### config.mk
export PLATFORM = sky130hd
export DESIGN_NAME = tcs_divider
export DESIGN_NICKNAME = d
export VERILOG_FILES = /design/src/rtl/core/tcs_pkg.sv /design/src/rtl/core/tcs_divider.sv
export SDC_FILE = /design/constraint.sdc
export NUM_CORES = 1
export LEC_CHECK = 0
export BUFFER_PORTS_ARGS = -buffer_cell sky130_fd_sc_hd__buf_4
export CAP_MARGIN = 10
export CORE_ASPECT_RATIO = 0.6
export CORE_MARGIN = 2
export CORE_UTILIZATION = 50
export CTS_BUF_LIST = sky130_fd_sc_hd__clkbuf_2 sky130_fd_sc_hd__clkbuf_4 sky130_fd_sc_hd__clkbuf_8
export DETAILED_ROUTE_END_ITERATION = 10
export PLACE_DENSITY_LB_ADDON = 0.05
export SLEW_MARGIN = 20
export SYNTH_ARGS = -nofsm -noshare
export SYNTH_HDL_FRONTEND = slang
export SYNTH_SLANG_ARGS = --single-unit
### constraint.sdc
create_clock -name clk_i -period 3.38 [get_ports clk_i]
set_input_delay 1.014 -clock clk_i [delete_from_list [all_inputs] [get_ports clk_i]]
set_output_delay 1.014 -clock clk_i [all_outputs]
set_load 0.05 [all_outputs]
### src/rtl/core/tcs_pkg.sv
// tcs_pkg: types, register codes and constants for the torque command shaper
// no dependencies; used by tcs_divider.sv and torque_command_shaper.sv
package tcs_pkg;

  localparam int unsigned NumRegs = 8;
  localparam int unsigned RegIdxW = 3;
  localparam int unsigned DivW    = 32;

  // ceil(2^44 / 100000), exact quotient for dividends below 2^27
  localparam logic [31:0] RampRecip = 32'd175921861;

  typedef enum logic [2:0] {
    REG_REGEN_ENGAGE  = 3'd0,
    REG_REGEN_RELEASE = 3'd1,
    REG_POWER_ENGAGE  = 3'd2,
    REG_POWER_RELEASE = 3'd3,
    REG_CROSSOVER     = 3'd4,
    REG_GEAR_HOLD     = 3'd5,
    REG_GEAR_RAMP     = 3'd6,
    REG_DEADBAND      = 3'd7
  } reg_idx_e;

  typedef enum logic [2:0] {
    KIND_NONE          = 3'd0,
    KIND_REGEN_ENGAGE  = 3'd1,
    KIND_REGEN_RELEASE = 3'd2,
    KIND_POWER_ENGAGE  = 3'd3,
    KIND_POWER_RELEASE = 3'd4,
    KIND_REGEN_TO_PWR  = 3'd5,
    KIND_PWR_TO_REGEN  = 3'd6
  } kind_e;

  typedef enum logic [3:0] {
    ST_IDLE,
    ST_SHAPE,
    ST_PDIV,
    ST_PWAIT,
    ST_CURVE,
    ST_SCALE,
    ST_GEAR,
    ST_GMUL,
    ST_GDIV,
    ST_GWAIT,
    ST_DBAND,
    ST_OUT
  } state_e;

  typedef struct packed {
    logic signed [10:0] target_torque;
    logic [1:0]         gear;
    logic [31:0]        time_ms;
    logic               clear;
  } in_word_t;

  typedef struct packed {
    logic signed [10:0] torque_out;
    logic               drive_enable;
  } out_word_t;

  typedef struct packed {
    logic            start;
    logic [47:0]     dividend;
    logic [DivW-1:0] divisor;
  } div_req_t;

  typedef struct packed {
    logic            busy;
    logic [DivW-1:0] quotient;
  } div_rsp_t;

endpackage

### src/rtl/core/tcs_divider.sv
// tcs_divider: restoring divider, one quotient bit per cycle
// depends on tcs_pkg (request and response structs)
module tcs_divider (
  input  logic              clk_i,
  input  logic              rst_ni,
  input  tcs_pkg::div_req_t req_i,
  output tcs_pkg::div_rsp_t rsp_o
);

  logic [47:0] num_q, num_d;
  logic [48:0] rem_q, rem_d;
  logic [31:0] den_q, den_d;
  logic [5:0]  cnt_q, cnt_d;
  logic        busy_q, busy_d;
  logic [48:0] trial;

  // one shift-subtract step per cycle
  always_comb begin
    num_d  = num_q;
    rem_d  = rem_q;
    den_d  = den_q;
    cnt_d  = cnt_q;
    busy_d = busy_q;
    trial  = {rem_q[47:0], num_q[47]};
    if (req_i.start) begin
      num_d  = req_i.dividend;
      den_d  = req_i.divisor;
      rem_d  = '0;
      cnt_d  = 6'd48;
      busy_d = 1'b1;
    end else if (busy_q) begin
      num_d = {num_q[46:0], 1'b0};
      if (trial >= {17'd0, den_q}) begin
        rem_d    = trial - {17'd0, den_q};
        num_d[0] = 1'b1;
      end else begin
        rem_d = trial;
      end
      cnt_d = cnt_q - 6'd1;
      if (cnt_q == 6'd1) begin
        busy_d = 1'b0;
      end
    end
  end

  always_ff @(posedge clk_i or negedge rst_ni) begin
    if (!rst_ni) begin
      busy_q <= 1'b0;
      cnt_q  <= '0;
    end else begin
      busy_q <= busy_d;
      cnt_q  <= cnt_d;
    end
  end

  always_ff @(posedge clk_i) begin
    num_q <= num_d;
    rem_q <= rem_d;
    den_q <= den_d;
  end

  assign rsp_o.busy     = busy_q;
  assign rsp_o.quotient = num_q[31:0];

endmodule

Yosys cells after proc, flatten, opt, wreduce, memory -nomap -nowiden
Index checks and enable logic that the tools add are counted.
Widths: inputs -> output; s select.

storage, ports and cells
  bits in registers = 135
  latch bits = 0
  RAM bits = 0
  bits in read-only memories = 0
  input bits = 83
  logic and storage cells = 19
  memories kept = 0

operators by class
  add/sub/neg operators = 2
  multipliers = 0
  div/mod/pow operators = 0
  order comparisons = 1
  eq/ne operators = 1
  shift-type cells = 0
  mux-type cells = 9
  bitwise operators = 0
  reduce and logical (&&, ||, !) cells = 1

operators with widths
  kind                 count
  $mux 48              3
  $ge 49x32->1         1
  $sub 48x32->48       1
  $mux 6               2
  $eq 6x1->1 const B   1
  $sub 6x1->6 const B  1
  $mux 1               4
  $reduce_bool 2->1    1

Depth between registers and ports, before layout
  word-level depth = 4
  mapped depth = 12
  depth with buffers taken out = 12

Least setup slack after synthesis
No wires, ideal clock.

  kind = reg2reg
  from = register num_q[47]
  to = register rem_q[34]
  arrival = 2.794 ns
  required time = 3.294 ns
  slack = 0.501 ns
  stages on the path, launching flop included = 13
  buffers on the path = 0
  period minus slack after synthesis = 2.879 ns
  path through = edfxtp_1 > inv_1 > ha_1 > inv_1 > fa_1 > a21o_1 > a221oi_1 > o211ai_1 > a21oi_1 > o31ai_1 > a2111oi_2 > xnor2_1 > a211oi_1

between the ends
  longest elaborated chain between the ends = 2
  elaborated cells on any way between the ends = 3

ends and longest elaborated chain
  what                                                   RTL line                              source
  from (decl)                                            tcs_divider.sv:10                     logic [47:0] num_q, num_d;
  from (signal assigned)                                 tcs_divider.sv:57                     num_q <= num_d;
  $sub 48x32->48 / $ge 49x32->1 (equally long branches)  tcs_divider.sv:34, tcs_divider.sv:33
  $mux 48 (*)                                            tcs_divider.sv:33                     if (trial >= {17'd0, den_q}) begin
  to (signal assigned)                                   tcs_divider.sv:58                     rem_q <= rem_d;
  to (decl)                                              tcs_divider.sv:11                     logic [48:0] rem_q, rem_d;

Every way passes the cells marked *; elsewhere a longest branch is shown, timed or not.
A chain may end at the register's enable or synchronous reset.

Worst setup path after layout
  from = register den_q[20]
  to = register rem_q[24]

between the ends
  longest elaborated chain between the ends = 2
  elaborated cells on any way between the ends = 3

ends and longest elaborated chain
  what                                                   RTL line                              source
  from (decl)                                            tcs_divider.sv:12                     logic [31:0] den_q, den_d;
  from (signal assigned)                                 tcs_divider.sv:59                     den_q <= den_d;
  $sub 48x32->48 / $ge 49x32->1 (equally long branches)  tcs_divider.sv:34, tcs_divider.sv:33
  $mux 48 (*)                                            tcs_divider.sv:33

Marked as above.

==> flow_summary.toml <==
[critical_path]
cp_cell_sequence = "inv_1 > ha_1 > a21oi_1 > o21ai_1 > a211oi_1 > o31ai_1 > a311oi_2 > buf_4 > nand2_1 > buf_12 > mux2i_1 > a2111oi_0"
path_max_fanout = 17
slowest_delay_ps = 390
end_kind = "flop"
cp_top_family = "compound AO/OA/AOI/OAI gates"
cp-start-kind = "flop"
crit_buf_inv = 3
worst_ep_arrival_time_ps = 3470
rrSetupSlack_ps = 240
cp.required_ps = 3710
cp_slowest_cell = "a2111oi_0"
critPathKind = "reg -> reg"

[power]
p_int_uw = 4460
share_comb_of_total_power_pct = 49.9
powerDensity_nw_per_um2 = 822
total_power_uw = 7790
power.net_switching_uw = 3330
max-vdd-ir-drop_mv = 0.358
p_seq_share_pct = 31.1
p_leak_uw = 0.00397
p_clk_share_pct = 19.1
switching_share_pct = 42.7

[floorplan]
fp.dieH_um = 103
coreArea_um2 = 16100
fp.dieW_um = 169
num_io_pins = 116
rows = 36
die-area_um2 = 17400
initial_utilization_pct = 50.7

[placement]
dp_cells = 1108
portBuffers = 115
dpl.hpwl_um = 14400
gp_congestion = 0.940
place_area_um2 = 9040

[final_layout]
seqCellArea_um2 = 3540
n_fill_cell = 1391
drive_gt1_share_pct = 25.6
layout.nets = 1036
multi_input_area_um2 = 4030
finish.instance_area_um2 = 9480
stdcell_count = 1140
n_antenna_cell = 0
area_growth_pct = 16.0

[cts]
clk_path_buf_depth = 2
htreeDepth = 4
cts_setup_buffers = 0
clock-sinks = 135
cts_buffers = 17
cts_tree = "done"
path_clk_slew_ps = 90
holdBufCountCts = 0
clk_latency_ps = 450
cts_resized = 0
cts_root_buf = "clkbuf_8"

[sta]
fin_tns_setup_ps = 0
setup_viol = 0
finalMaxSlewViolations = 0
hold_viol_final = 0
fin_crit_sh_pct = 92.9
slew_headroom_pct = 56.8
max_freq_mhz = 318
layout_min_cycle_time_ps = 3140
worstMarginPinSlew_ps = 643
rsz0062_at_grt = "no"
hold_slack_ps = 357
finClkSkew_ps = 12.1

[synthesis]
synthesis.area_um2 = 8170
ys_ff_latch = 135
netlist_instances = 842
synth_top_area_share_pct = 29.4
yosysMostFrequentCell = "nand2_1"
synth_edf_count = 80
yosys_most_used_dff = "edfxtp_1"
syn_nets = 960
yosys.area.top_type = "edfxtp_1"
yosys-top-cells-area = "edfxtp_1, dfxtp_1, mux2_2"
yosysWarnings = 0
synthTopCellsByCount = "nand2_1, edfxtp_1, nor2_1"
synthDistinctLibCells = 69
ys_async_sr_fraction_pct = 5.19
ys_seq_area_share_pct = 43.3
synth.avg_cell_area_um2 = 9.70

[routing]
firstDrtPassIters = 7
drtAntennaViolNets = 0
routed_wl_um = 19700
num_vias = 6547
drc = 0
detail_route.wl_per_cell_um = 17.2
viasPerCell = 5.74
drt_iter0_drc = 559

[grt]
overflow = 0
grt_pass1_wl_um = 31300
grtUsageTotal_pct = 22.8
grt_pass1_vias = 5982
grt_max_degree = 49
antenna_found_initial = 0

[run_status]
status = "completed"

[run]
cap_violations = 0

[worst_hold_path]
min_path_type = "in -> async"
[flip-flops by register name (all words and copies together) (netlist names)]
signal	count
num_q	48
rem_q	48
busy_q	1
cnt_q	6
den_q	32
[cell families (layout without fill, tap and decap cells)]
kind of cell             Yosys count  count (layout)  synth area share (%)
AO/OA/AOI/OAI                    191             191                  17.5
XOR/XNOR                          38              38                  4.07
adder cells (fa/ha/maj)           35              35                  5.45
buffers and inverters            124             213                  7.47
flip-flops                       135             135                  43.3
multiplexers                      51              51                  6.98
AND/OR/NAND/NOR                  268             268                  15.2
[power groups by stage]
stage               clock network (uW)  registers [uW]  logic [uW]
finish                            1490            2420        3880
global route                      1590            2470        4260
CTS                               1510            2410        3810
detailed placement                   0            2440        3780
global placement                     0            2430        3750
floorplan                            0            2360        2910
[layout make-up]
cell class	instances	area share (%)
clock buffers	18	2.55
well taps	209	2.76
multi-input cells	583	42.6
repair buffers	133	10.9
clock inverters	14	1.95
flip-flops and latches	135	37.3
inverters	48	1.90
[final timing paths]
check / depth (start not counted) / from / end
max in group asynchronous: 1 / rst_ni / busy_q
min in group clk_i: 2 / rem_q[7] / rem_q[8]
setup reg to reg: 12 / den_q[20] / rem_q[24]
hold / removal: 1 / rst_ni / cnt_q[3]
hold reg to reg: 2 / rem_q[7] / rem_q[8]
setup / recovery: 12 / den_q[20] / rem_q[24]
[layout by cell type (no fill, tap or decap), drive strengths merged, types with 18 or more instances in the layout]
| cell type | netlist | layout |
|---|---|---|
| inv | 48 | 55 |
| nor2 | 80 | 80 |
| buf | 49 | 133 |
| mux2 | 48 | 48 |
| a21oi | 43 | 43 |
| o21ai | 25 | 25 |
| nand2 | 101 | 101 |
| ha | 34 | 34 |
| dfxtp | 48 | 48 |
| edfxtp | 80 | 80 |
| clkbuf | 27 | 18 |
| a311oi | 32 | 32 |
| a211oi | 20 | 20 |
| xnor2 | 28 | 28 |
[metrics by stage]
stage | setup slack [ps] | util [%]
after floorplan | 501 | -
after global placement | 305 | 56.1
after detailed placement | 239 | 56.1
after CTS | 216 | 58.7
after global routing | 12.4 | 58.8
final | 240 | 58.8
[layer usage]
layer	routed length [um]	track usage, %	part of all wire, %
met3	1310	5.60	6.7
met4	161	5.39	0.82
met2	7900	30.8	40
met1	10300	35.9	52
met5	0	0	0
(Power assumes the default switching activity.)
